`src/hdl/tsad_pkg.sv`:
```
// Shared widths, register map, state types and sizing helpers for the averaging decimator.
package tsad_pkg;

    localparam int TIME_W        = 48;
    localparam int VALUE_W       = 32;
    localparam int GSIZE_W       = 11;
    localparam int ADDR_W        = 3;
    localparam int DATA_W        = 32;
    localparam int DEF_MAX_GROUP = 1024;

    localparam logic [ADDR_W-1:0] ADDR_GROUP_SIZE = 3'd0;
    localparam logic [GSIZE_W-1:0] GSIZE_RESET    = 11'd1;

    typedef enum logic [2:0] {
        ST_IDLE,
        ST_ACCUM,
        ST_START_TIME,
        ST_WAIT_TIME,
        ST_START_VALUE,
        ST_WAIT_VALUE,
        ST_EMIT
    } seq_state_t;

    typedef enum logic [1:0] {
        DS_IDLE,
        DS_RUN,
        DS_SIGN
    } div_state_t;

    typedef struct packed {
        logic start;
        logic sel_value;
    } div_ctrl_t;

    function automatic int count_width(input int max_group);
        return $clog2(max_group + 1);
    endfunction

    function automatic int sum_width(input int max_group);
        return TIME_W + 1 + $clog2(max_group);
    endfunction

endpackage

```
`src/hdl/tsad_div.sv`:
```
// Shared signed-by-unsigned restoring divider, one quotient bit per cycle, truncating toward zero.
module tsad_div #(
    parameter int NUM_W = 59,
    parameter int DEN_W = 11
) (
    input  logic                    clk,
    input  logic                    rst_n,
    input  logic                    start,
    input  logic signed [NUM_W-1:0] dividend,
    input  logic [DEN_W-1:0]        divisor,
    output logic                    done,
    output logic signed [NUM_W-1:0] quotient
);

    localparam int CNT_W = $clog2(NUM_W);

    tsad_pkg::div_state_t state_reg;
    tsad_pkg::div_state_t state_next;

    logic [NUM_W-1:0] acc_reg;
    logic [DEN_W-1:0] rem_reg;
    logic [DEN_W-1:0] den_reg;
    logic             neg_reg;
    logic [CNT_W-1:0] cnt_reg;
    logic             done_reg;
    logic [NUM_W-1:0] quot_reg;

    logic [NUM_W-1:0] mag;
    logic [DEN_W:0]   trial;
    logic [DEN_W:0]   diff;
    logic             fits;
    logic [DEN_W-1:0] rem_next;
    logic [NUM_W-1:0] acc_next;

    always_comb
    begin
        mag   = dividend[NUM_W-1] ? (~dividend + 1'b1) : dividend;
        trial = {rem_reg, acc_reg[NUM_W-1]};
        diff  = trial - {1'b0, den_reg};
        fits  = (trial >= {1'b0, den_reg});
        rem_next = fits ? diff[DEN_W-1:0] : trial[DEN_W-1:0];
        acc_next = {acc_reg[NUM_W-2:0], fits};
    end

    always_comb
    begin
        state_next = state_reg;
        case (state_reg)
            tsad_pkg::DS_IDLE:
            begin
                if (start)
                begin
                    state_next = tsad_pkg::DS_RUN;
                end
            end
            tsad_pkg::DS_RUN:
            begin
                if (cnt_reg == '0)
                begin
                    state_next = tsad_pkg::DS_SIGN;
                end
            end
            tsad_pkg::DS_SIGN:
            begin
                state_next = tsad_pkg::DS_IDLE;
            end
            default:
            begin
                state_next = tsad_pkg::DS_IDLE;
            end
        endcase
    end

    always_ff @(posedge clk or negedge rst_n)
    begin
        if (!rst_n)
        begin
            state_reg <= tsad_pkg::DS_IDLE;
            done_reg  <= 1'b0;
            cnt_reg   <= '0;
        end
        else
        begin
            state_reg <= state_next;
            done_reg  <= (state_reg == tsad_pkg::DS_SIGN);
            if (state_reg == tsad_pkg::DS_IDLE && start)
            begin
                cnt_reg <= CNT_W'(NUM_W - 1);
            end
            else if (state_reg == tsad_pkg::DS_RUN)
            begin
                cnt_reg <= cnt_reg - 1'b1;
            end
        end
    end

    always_ff @(posedge clk)
    begin
        case (state_reg)
            tsad_pkg::DS_IDLE:
            begin
                if (start)
                begin
                    acc_reg <= mag;
                    rem_reg <= '0;
                    den_reg <= divisor;
                    neg_reg <= dividend[NUM_W-1];
                end
            end
            tsad_pkg::DS_RUN:
            begin
                acc_reg <= acc_next;
                rem_reg <= rem_next;
            end
            tsad_pkg::DS_SIGN:
            begin
                quot_reg <= neg_reg ? (~acc_reg + 1'b1) : acc_reg;
            end
            default:
            begin
                acc_reg <= acc_reg;
            end
        endcase
    end

    assign done     = done_reg;
    assign quotient = quot_reg;

endmodule

```
`src/hdl/time_series_average_decimator.sv`:
```
// Averaging decimator top level: accumulators, group sequencer, APB register and result register.
// An accepted word that does not close a group passes through ST_ACCUM and back to idle. A word
// that closes a group also runs the shared restoring divider, which yields one quotient bit per
// cycle, first for the mean time offset (SUM_W = 49 + clog2(MAX_GROUP), 59 by default) and, when
// the group held a valid sample, again for the mean value, before ST_EMIT loads the output
// register. The load waits while an earlier result is still unaccepted. smp_ready is high only
// while the sequencer is idle. The finished result sits in an output register, so the next word
// is taken while that result waits for res_ready.
module time_series_average_decimator #(
    parameter int MAX_GROUP = tsad_pkg::DEF_MAX_GROUP
) (
    input  logic                                clk,
    input  logic                                rst_n,
    input  logic                                psel,
    input  logic                                penable,
    input  logic                                pwrite,
    input  logic [tsad_pkg::ADDR_W-1:0]         paddr,
    input  logic [tsad_pkg::DATA_W-1:0]         pwdata,
    output logic [tsad_pkg::DATA_W-1:0]         prdata,
    output logic                                pready,
    input  logic                                smp_valid,
    output logic                                smp_ready,
    input  logic [tsad_pkg::TIME_W-1:0]         sample_time,
    input  logic                                sample_valid,
    input  logic signed [tsad_pkg::VALUE_W-1:0] sample_value,
    input  logic                                end_of_range,
    output logic                                res_valid,
    input  logic                                res_ready,
    output logic [tsad_pkg::TIME_W-1:0]         avg_time,
    output logic                                avg_valid,
    output logic signed [tsad_pkg::VALUE_W-1:0] avg_value,
    output logic                                is_last
);

    localparam int CNT_W = tsad_pkg::count_width(MAX_GROUP);
    localparam int SUM_W = tsad_pkg::sum_width(MAX_GROUP);
    localparam int TW    = tsad_pkg::TIME_W;
    localparam int VW    = tsad_pkg::VALUE_W;
    localparam int GW    = tsad_pkg::GSIZE_W;
    localparam int EW    = (CNT_W > GW) ? CNT_W : GW;

    tsad_pkg::seq_state_t state_reg;
    tsad_pkg::seq_state_t state_next;
    tsad_pkg::div_ctrl_t  div_ctrl;

    logic [GW-1:0]            group_size_reg;
    logic [TW-1:0]            start_time_reg;
    logic signed [SUM_W-1:0]  offset_sum_reg;
    logic signed [SUM_W-1:0]  value_sum_reg;
    logic [CNT_W-1:0]         valid_count_reg;
    logic [CNT_W-1:0]         sample_count_reg;

    logic signed [TW:0]       offset_hold_reg;
    logic                     valid_hold_reg;
    logic signed [VW-1:0]     value_hold_reg;
    logic                     last_hold_reg;
    logic                     close_reg;

    logic [TW-1:0]            mean_time_reg;
    logic                     res_valid_reg;
    logic [TW-1:0]            avg_time_reg;
    logic                     avg_valid_reg;
    logic signed [VW-1:0]     avg_value_reg;
    logic                     is_last_reg;

    logic                     accept;
    logic                     cfg_write;
    logic [TW-1:0]            base_time;
    logic [CNT_W-1:0]         count_inc;
    logic [EW-1:0]            eff_size;
    logic [EW-1:0]            gs_ext;
    logic                     out_free;

    logic signed [SUM_W-1:0]  div_dividend;
    logic [CNT_W-1:0]         div_divisor;
    logic                     div_done;
    logic signed [SUM_W-1:0]  div_quotient;

    assign accept    = smp_valid && smp_ready;
    assign cfg_write = psel && penable && pwrite && pready;
    assign out_free  = !res_valid_reg || res_ready;
    assign pready    = 1'b1;
    assign prdata    = (paddr == tsad_pkg::ADDR_GROUP_SIZE)
                       ? tsad_pkg::DATA_W'(group_size_reg) : '0;

    always_comb
    begin
        base_time = (sample_count_reg == '0) ? sample_time : start_time_reg;
        count_inc = sample_count_reg + 1'b1;
        gs_ext    = EW'(group_size_reg);
        if (group_size_reg == '0)
        begin
            eff_size = EW'(1);
        end
        else if (gs_ext > EW'(MAX_GROUP))
        begin
            eff_size = EW'(MAX_GROUP);
        end
        else
        begin
            eff_size = gs_ext;
        end
    end

    // sequencer: next state
    always_comb
    begin
        state_next = state_reg;
        case (state_reg)
            tsad_pkg::ST_IDLE:
            begin
                if (accept)
                begin
                    state_next = tsad_pkg::ST_ACCUM;
                end
            end
            tsad_pkg::ST_ACCUM:
            begin
                if (last_hold_reg || (EW'(count_inc) >= eff_size))
                begin
                    state_next = tsad_pkg::ST_START_TIME;
                end
                else
                begin
                    state_next = tsad_pkg::ST_IDLE;
                end
            end
            tsad_pkg::ST_START_TIME:
            begin
                state_next = tsad_pkg::ST_WAIT_TIME;
            end
            tsad_pkg::ST_WAIT_TIME:
            begin
                if (div_done)
                begin
                    state_next = (valid_count_reg == '0) ? tsad_pkg::ST_EMIT
                                                         : tsad_pkg::ST_START_VALUE;
                end
            end
            tsad_pkg::ST_START_VALUE:
            begin
                state_next = tsad_pkg::ST_WAIT_VALUE;
            end
            tsad_pkg::ST_WAIT_VALUE:
            begin
                if (div_done)
                begin
                    state_next = tsad_pkg::ST_EMIT;
                end
            end
            tsad_pkg::ST_EMIT:
            begin
                if (out_free)
                begin
                    state_next = tsad_pkg::ST_IDLE;
                end
            end
            default:
            begin
                state_next = tsad_pkg::ST_IDLE;
            end
        endcase
    end

    // sequencer: outputs
    always_comb
    begin
        smp_ready          = 1'b0;
        div_ctrl.start     = 1'b0;
        div_ctrl.sel_value = 1'b0;
        case (state_reg)
            tsad_pkg::ST_IDLE:
            begin
                smp_ready = 1'b1;
            end
            tsad_pkg::ST_START_TIME:
            begin
                div_ctrl.start = 1'b1;
            end
            tsad_pkg::ST_START_VALUE:
            begin
                div_ctrl.start     = 1'b1;
                div_ctrl.sel_value = 1'b1;
            end
            default:
            begin
                smp_ready = 1'b0;
            end
        endcase
    end

    assign div_dividend = div_ctrl.sel_value ? value_sum_reg : offset_sum_reg;
    assign div_divisor  = div_ctrl.sel_value ? valid_count_reg : sample_count_reg;

    tsad_div #(
        .NUM_W (SUM_W),
        .DEN_W (CNT_W)
    ) u_div (
        .clk      (clk),
        .rst_n    (rst_n),
        .start    (div_ctrl.start),
        .dividend (div_dividend),
        .divisor  (div_divisor),
        .done     (div_done),
        .quotient (div_quotient)
    );

    always_ff @(posedge clk or negedge rst_n)
    begin
        if (!rst_n)
        begin
            state_reg        <= tsad_pkg::ST_IDLE;
            group_size_reg   <= tsad_pkg::GSIZE_RESET;
            start_time_reg   <= '0;
            offset_sum_reg   <= '0;
            value_sum_reg    <= '0;
            valid_count_reg  <= '0;
            sample_count_reg <= '0;
            res_valid_reg    <= 1'b0;
        end
        else
        begin
            state_reg <= state_next;
            if (cfg_write && paddr == tsad_pkg::ADDR_GROUP_SIZE)
            begin
                group_size_reg <= pwdata[GW-1:0];
            end
            if (accept)
            begin
                start_time_reg <= base_time;
            end
            if (state_reg == tsad_pkg::ST_ACCUM)
            begin
                offset_sum_reg   <= offset_sum_reg + SUM_W'(offset_hold_reg);
                sample_count_reg <= count_inc;
                if (valid_hold_reg)
                begin
                    value_sum_reg   <= value_sum_reg + SUM_W'(value_hold_reg);
                    valid_count_reg <= valid_count_reg + 1'b1;
                end
            end
            if (state_reg == tsad_pkg::ST_EMIT && out_free)
            begin
                start_time_reg   <= '0;
                offset_sum_reg   <= '0;
                value_sum_reg    <= '0;
                valid_count_reg  <= '0;
                sample_count_reg <= '0;
                res_valid_reg    <= 1'b1;
            end
            else if (res_ready)
            begin
                res_valid_reg <= 1'b0;
            end
        end
    end

    always_ff @(posedge clk)
    begin
        if (accept)
        begin
            offset_hold_reg <= $signed({1'b0, sample_time}) - $signed({1'b0, base_time});
            valid_hold_reg  <= sample_valid;
            value_hold_reg  <= sample_value;
            last_hold_reg   <= end_of_range;
        end
        if (state_reg == tsad_pkg::ST_ACCUM)
        begin
            close_reg <= last_hold_reg || (EW'(count_inc) >= eff_size);
        end
        if (state_reg == tsad_pkg::ST_WAIT_TIME && div_done)
        begin
            mean_time_reg <= start_time_reg + div_quotient[TW-1:0];
        end
        if (state_reg == tsad_pkg::ST_EMIT && out_free)
        begin
            avg_time_reg  <= mean_time_reg;
            avg_valid_reg <= (valid_count_reg != '0);
            avg_value_reg <= (valid_count_reg != '0) ? div_quotient[VW-1:0] : '0;
            is_last_reg   <= last_hold_reg && close_reg;
        end
    end

    assign res_valid = res_valid_reg;
    assign avg_time  = avg_time_reg;
    assign avg_valid = avg_valid_reg;
    assign avg_value = avg_value_reg;
    assign is_last   = is_last_reg;

endmodule

```
`config.mk`:
```
export PLATFORM = sky130hd
export DESIGN_NAME = time_series_average_decimator
export DESIGN_NICKNAME = d
export VERILOG_FILES = /design/src/hdl/tsad_pkg.sv /design/src/hdl/tsad_div.sv /design/src/hdl/time_series_average_decimator.sv
export SDC_FILE = /design/constraint.sdc
export NUM_CORES = 1
export LEC_CHECK = 0
export ABC_AREA = 0
export ABC_CLOCK_PERIOD_IN_PS = 13720
export BUFFER_PORTS_ARGS = -buffer_cell sky130_fd_sc_hd__buf_2
export CAP_MARGIN = 25
export CORE_ASPECT_RATIO = 0.7
export CORE_MARGIN = 2
export CORE_UTILIZATION = 28
export CTS_CLUSTER_DIAMETER = 200
export DETAILED_ROUTE_END_ITERATION = 10
export GPL_TIMING_DRIVEN = 1
export SYNTH_ARGS = -nofsm -noshare
export SYNTH_HDL_FRONTEND = slang
export SYNTH_SLANG_ARGS = --single-unit
```
`constraint.sdc`:
```
create_clock -name clk -period 13.72 [get_ports clk]
set_input_delay 1.372 -clock clk [delete_from_list [all_inputs] [get_ports clk]]
set_output_delay 1.372 -clock clk [all_outputs]
set_load 0.02 [all_outputs]
```
After elaboration in Yosys (flattened, before gate mapping) --
Index checks and enable logic that the tools add are counted.
Operators by class: add/sub/neg operators 10, magnitude comparators 3, equality and inequality tests 14, multiplexer cells 42, bitwise gates (word level) 2, reduce and logical (&&, ||, !) cells 31
Operators by type and width (count):
- 2-to-1 mux 59 bit | 8
- 2-to-1 mux 48 bit | 4
- 2-to-1 mux 11 bit | 11
- case mux 59 bit (2 select lines) | 1
- adder 59 x 1 -> 59 bit (second input constant) | 1
- adder 59 x 32 -> 59 bit | 1
- adder 59 x 49 -> 59 bit | 1
- inverter 59 bit | 1
- subtractor 48 x 48 -> 49 bit | 1
- adder 48 x 1 -> 48 bit (second input constant) | 1
- adder 48 bit | 1
- inverter 48 bit | 1
- logical NOT 11 bit | 3
- adder 11 x 1 -> 11 bit (second input constant) | 2
- case mux 11 bit (2 select lines) | 1
- case mux 3 bit (7 select lines) | 1
- >= comparator 12 x 11 -> 1 bit | 1
- 2-to-1 mux 3 bit | 4
- 2-to-1 mux 6 bit | 2
- nonzero test 2 bit | 6
- >= comparator 11 bit | 1
- greater-than comparator 11 bit (second input constant) | 1
- nonzero test 11 bit | 1
- subtractor 11 bit | 1
- other kinds (20) | 46
Storage, ports and cells: register bits after elaboration 556, input bits 124, output and inout port bits 117, logic and storage cells 128

Depth between registers and ports, before layout --
depth in word-level cells 8, gate-level depth with buffers 19

Cells and area by module --
A second synthesis with hierarchy kept.
Unflattened totals: cells, all modules 3639, area total of the unflattened synthesis 36028.3 µm²
By module, submodules not included:
- time_series_average_decimator | times used 1, cells each 2843, area each 27533.9 µm², seq. area each 11507.3 µm²
- tsad_div | times used 1, cells each 796, area each 8494.4 µm², seq. area each 4459.3 µm²

Least setup slack after synthesis --
No wires, ideal clock.
path kind register -> register, from register state_reg[0], to register mean_time_reg[0], enable pin, library setup time 526 ps, data arrival time 4353 ps, data required time 13194 ps, slack 8841 ps, cell stages (with the launch flop) 4, path buffers 1, cells stage by stage dfrtp_1 > clkbuf_1 > nand2_1 > nor3b_1
On the way: word-level cells in the longest chain between the ends 2
Ends and longest elaborated chain:
- from (decl) | line time_series_average_decimator.sv:42 | tsad_pkg::seq_state_t state_reg;
- from (signal assigned) | line time_series_average_decimator.sv:212 | state_reg <= tsad_pkg::ST_IDLE;
- from (signal assigned) | line time_series_average_decimator.sv:223 | state_reg <= state_next;
- equality test 3 x 2 -> 1 bit | line time_series_average_decimator.sv:271 | if (state_reg == tsad_pkg::ST_WAIT_TIME && div_done)
- logical AND 1 bit | line time_series_average_decimator.sv:271
- to (signal assigned) | line time_series_average_decimator.sv:273 | mean_time_reg <= start_time_reg + div_quotient[TW-1:0];
- to (decl) | line time_series_average_decimator.sv:59 | logic [TW-1:0] mean_time_reg;
Every way passes these cells. A chain may end at the register's enable or synchronous reset.

Worst setup path in the final report --
from register sample_count_reg[0], to register offset_hold_reg[48] (data pin)
On the way: word-level cells in the longest chain between the ends 3
Ends and longest elaborated chain:
- from (decl) | line time_series_average_decimator.sv:51 | logic [CNT_W-1:0] sample_count_reg;
- from (signal assigned) | line time_series_average_decimator.sv:235 | sample_count_reg <= count_inc;
- logical NOT 11 bit | line time_series_average_decimator.sv:88 | base_time = (sample_count_reg == '0) ? sample_time : start_time_reg;
- 2-to-1 mux 48 bit | line time_series_average_decimator.sv:88
- subtractor 48 x 48 -> 49 bit | line time_series_average_decimator.sv:262 | offset_hold_reg <= $signed({1'b0, sample_time}) - $signed({1'b0, base_time});
- to (signal assigned) | line time_series_average_decimator.sv:262
- to (decl) | line time_series_average_decimator.sv:53 | logic signed [TW:0] offset_hold_reg;
Every way passes these cells.

==> metrics.log <==
[metrics] clock latency at the later pin of the worst-skew pair: 0.67 ns
[metrics] leak pwr: 0.01630 uW
[metrics] floorplan core area: 0.1306 sq mm
[metrics] Crit. End Element: register
[metrics] internal reg-to-reg setup slack: 8.47 ns
[metrics] x dimension of the die: 436.7 microns
[metrics] count of H-tree levels built during CTS: 3
[metrics] number of violations reported at the end of detailed-routing iteration 0: 3016
[metrics] transition at the pin with the smallest max-transition slack: 1.055 ns
[metrics] WL/cell: 18.88 microns
[metrics] vias per cell: 5.112
[metrics] asr flop ratio synth: 38.13%
[metrics] clock tree from TritonCTS: yes
[metrics] placement row count: 111
[metrics] number of antenna violations at the first check in global routing: 26
[metrics] number of standard cells in the layout, taps in and fillers out: 5860
[metrics] worst hold path cell count: 0
[metrics] final count of pins violating max slew: 0
[metrics] Worst setup SP type: register
[metrics] clock tree root buffer cell: sky130_fd_sc_hd__clkbuf_16
[metrics] final RePlAce weighted congestion: 0.9022
[metrics] remaining routing DRC violations: 0
[metrics] Crit Reg-Reg Startpoint: sample_count_reg[0]
[metrics] GRT Residual Overflow: 0
[metrics] top fanout value on the critical path: 43
[metrics] pin count of the biggest net entering global routing: 106
[metrics] achievable clock frequency: 0.1904 GHz
[metrics] cell area after synthesis: 0.03670 sq mm
[metrics] Final Hold Violating Endpoints: 0
[metrics] amount of wire on met2 after detailed routing: 47990 microns
[metrics] number of detailed-route iterations in the first pass: 5
[metrics] number of instances in the placed design: 5732
[metrics] count of antenna-violating nets left after detailed routing: 0
[metrics] classification of the worst-slack hold path: register to register
[metrics] critical path's largest stage delay: 0.64 ns
[metrics] R2R depth: 17
[metrics] global-route wire length before repair: 170100 microns
[metrics] number of inserted filler cells in the final layout: 13610
[metrics] total power divided by cell area: 95.75 mW/mm^2
[metrics] Critical Path, Cell by Cell: inv_1, ha_1, nor4b_1, nand3_4, buf_16, mux2i_1, ha_1, a21oi_1, a21boi_0, o21ai_0, nand4_1, a221oi_1, nand4_1, nand2_1, a41oi_1, and2_1, o21a_1
[metrics] number of vias after detailed routing: 29960
[metrics] aggregate global-route resource usage: 16.17%
[metrics] final cycle utilization of the critical path: 38.28%
[metrics] fraction of final layout cells with drive strength greater than 1: 9.518%
[metrics] relative slew slack: 27.82%
[metrics] maximum clock path buffer count: 3
[metrics] Post-CTS Resized: 0
[metrics] Post CTS Setup Buffer Count: 0
[metrics] power after layout: 4004 uW
[metrics] critical path class: register to register
[metrics] number of buffers added by the clock tree synthesis step: 68
[metrics] setup violators final: 0
[metrics] number of enable-type register cells in the synthesized netlist: 344
[metrics] synth-to-layout area growth: 13.93%
[metrics] data required time of the worst path: 14.15 ns
[metrics] Hold Path End: avg_time[23]
[metrics] final period demand of the worst path: 5.252 ns
[metrics] I/O pins: 241
[metrics] Starting Density: 28.11%
[metrics] overall die area: 0.1340 sq mm
[metrics] number of global-route vias before repair: 27710
[metrics] data arrival time at the worst-slack endpoint: 5.68 ns
[metrics] number of distinct library cells after synthesis: 84
[metrics] Die Ht: 306.9 microns
[metrics] Reg-to-Reg End: offset_hold_reg[48]
[metrics] largest vdd supply drop: 0.07904 mV
[metrics] flops & latches, synth: 556
[metrics] clock edge transition at the registers on the reported setup and hold paths: 0.06 ns
[metrics] Sinks on Clock Net: 556
[metrics] Met1 Routed Length: 54280 microns
[metrics] Hold Crit Start: mean_time_reg[23]
[metrics] warnings from Yosys: 0
[metrics] run status: finished, final reports clean
[metrics] final-stage net count: 4423
[metrics] portion of the post-synthesis area used by sequential elements: 42.61%
[metrics] Post-Synthesis Cells: 3916
[metrics] top layer reached by signal wires: met5
[metrics] total negative slack: 0 ns
[metrics] Most used DFF post-synth: sky130_fd_sc_hd__edfxtp_1
[metrics] cell with the biggest individual delay on the critical path: sky130_fd_sc_hd__a221oi_1
[metrics] clock skew: 0.03791 ns
[metrics] port buffer count: 197
[metrics] total of hold buffers inserted after clock tree synthesis: 0
[metrics] DR WL met3: 6708 microns
[metrics] aggregate routed wire length: 110600 microns
[metrics] max-cap violation count: 0
[metrics] sum of net half-perimeters after detailed placement: 84950 microns
[metrics] setup repair after global routing missed its margin: no
[metrics] syn_area_per_cell: 9.372 sq um
==> report_power, final <==
| part | switching, uW | leakage, uW | total, uW | internal (uW) |
|---|---|---|---|---|
| Clock | 771 | 0.00108 | 1840 | 1070 |
| Combinational | 209 | 0.0101 | 349 | 140 |
| Sequential | 16.8 | 0.00515 | 1820 | 1800 |
==> cell usage after synthesis (all sizes together), types with 18 or more instances <==
cell	n	share of area, %
nand2	481	4.9
o21ai	418	5.7
edfxtp	344	28
a21oi	292	4.0
nor2	253	2.6
ha	241	8.2
dfrtp	211	14
xnor2	196	4.7
clkbuf	140	1.4
a21o	126	2.6
xor2	116	2.8
mux2i	111	3.0
nand3	106	1.4
inv	102	1.0
nor3	85	1.2
and2	66	1.1
nand4	64	1.1
buf	49	0.78
o21bai	43	0.88
a31oi	36	0.61
or3	36	0.64
nand2b	35	0.60
nor4	29	0.62
nor2b	27	0.46
o31ai	27	0.55
o21a	26	0.53
and3	24	0.41
o211ai	19	0.39
a21boi	18	0.37
or4	18	0.39
==> layout make-up <==
class | instances | area [sq um] | area share (%)
multi-input combinational | 3089 | 20020 | 47.88
tap | 1751 | 2191 | 5.240
timing repair buffer | 236 | 1339 | 3.202
clock inverter | 39 | 362.8 | 0.8678
inverter | 102 | 387.9 | 0.9277
sequential | 556 | 15640 | 37.40
antenna | 1 | 2.502 | 0.005985
clock buffer | 86 | 1873 | 4.480
==> logic make-up after synthesis <==
kind of cell | share of synthesized area [%]
other | 0.02046
adders and majority gates | 8.489
buffers and inverters | 3.256
muxes | 3.365
AOI/OAI and AO/OA | 18.52
DFF | 42.61
and+or+nand+nor | 16.30
xor gates and xnor gates | 7.446
==> cells in the final DEF (no fill, tap or decap), types with 14 or more instances in the layout <==
cell type                   Yosys  routed
sky130_fd_sc_hd__a211oi_1      14      14
sky130_fd_sc_hd__a21boi_0      18      18
sky130_fd_sc_hd__a21o_1       126     126
sky130_fd_sc_hd__a21oi_1      292     292
sky130_fd_sc_hd__a31oi_1       36      36
sky130_fd_sc_hd__and2_1        66      66
sky130_fd_sc_hd__and3_1        24      24
sky130_fd_sc_hd__buf_2         13     197
sky130_fd_sc_hd__buf_4         23      35
sky130_fd_sc_hd__clkbuf_16      0      71
sky130_fd_sc_hd__clkinv_1       0      15
sky130_fd_sc_hd__conb_1         2      22
sky130_fd_sc_hd__dfrtp_1      211     211
sky130_fd_sc_hd__edfxtp_1     344     344
sky130_fd_sc_hd__ha_1         241     241
sky130_fd_sc_hd__inv_1        102     100
sky130_fd_sc_hd__mux2i_1      111     110
sky130_fd_sc_hd__nand2_1      481     480
sky130_fd_sc_hd__nand2b_1      34      34
sky130_fd_sc_hd__nand3_1      106     105
sky130_fd_sc_hd__nand4_1       64      64
sky130_fd_sc_hd__nor2_1       253     249
sky130_fd_sc_hd__nor2b_1       27      25
sky130_fd_sc_hd__nor3_1        85      85
sky130_fd_sc_hd__nor4_1        26      26
sky130_fd_sc_hd__o211ai_1      19      19
sky130_fd_sc_hd__o21a_1        26      26
sky130_fd_sc_hd__o21ai_0      417     417
sky130_fd_sc_hd__o21bai_1      43      43
sky130_fd_sc_hd__o31ai_1       27      27
sky130_fd_sc_hd__or3_1         34      34
sky130_fd_sc_hd__or4_1         16      16
sky130_fd_sc_hd__xnor2_1      196     196
sky130_fd_sc_hd__xor2_1       116     116
==> worst max-delay path by stage <==
stage	cells after the start	endpoint	from	slack, ns
finish	17	offset_hold_reg[48]	sample_count_reg[0]	8.47
global route	17	offset_hold_reg[48]	sample_count_reg[0]	8.16
CTS	16	offset_hold_reg[43]	sample_count_reg[0]	7.77
detailed placement	16	offset_hold_reg[43]	sample_count_reg[0]	7.81
global placement	16	offset_hold_reg[43]	sample_count_reg[0]	7.84
floorplan	3	mean_time_reg[0]	state_reg[0]	8.84
==> per-stage QoR <==
stage	worst slack (ns)	util [%]	hold slack (ns)	instance area, sq um
floorplan	8.841	-	0.4003	36780
global placement	7.837	30.25	0.4041	39490
detailed placement	7.813	30.27	0.4045	39520
CTS	7.767	31.98	0.4095	41750
global route	8.162	32.03	0.4237	41810
finish	8.468	32.03	0.4118	41810
==> worst max-delay path: cells and delay by family, from the launching register on <==
family                   cells  cell delay [ns]
multiplexers                 1             0.17
adder cells (fa/ha/maj)      2             0.53
AO/OA/AOI/OAI                6             1.72
buffers and inverters        2             0.38
AND/OR/NAND/NOR              6             1.72
flip-flops                   1             0.44
==> per-layer routing <==
metal / vias to the layer above / track usage (%)
met1: 14360 / 24.49
met3: 138 / 2.766
met4: 4 / 2.534
met5: - / 0
met2: 893 / 24.27
li1: 14570 / -
No activity file was read; power rests on OpenSTA's default activity.
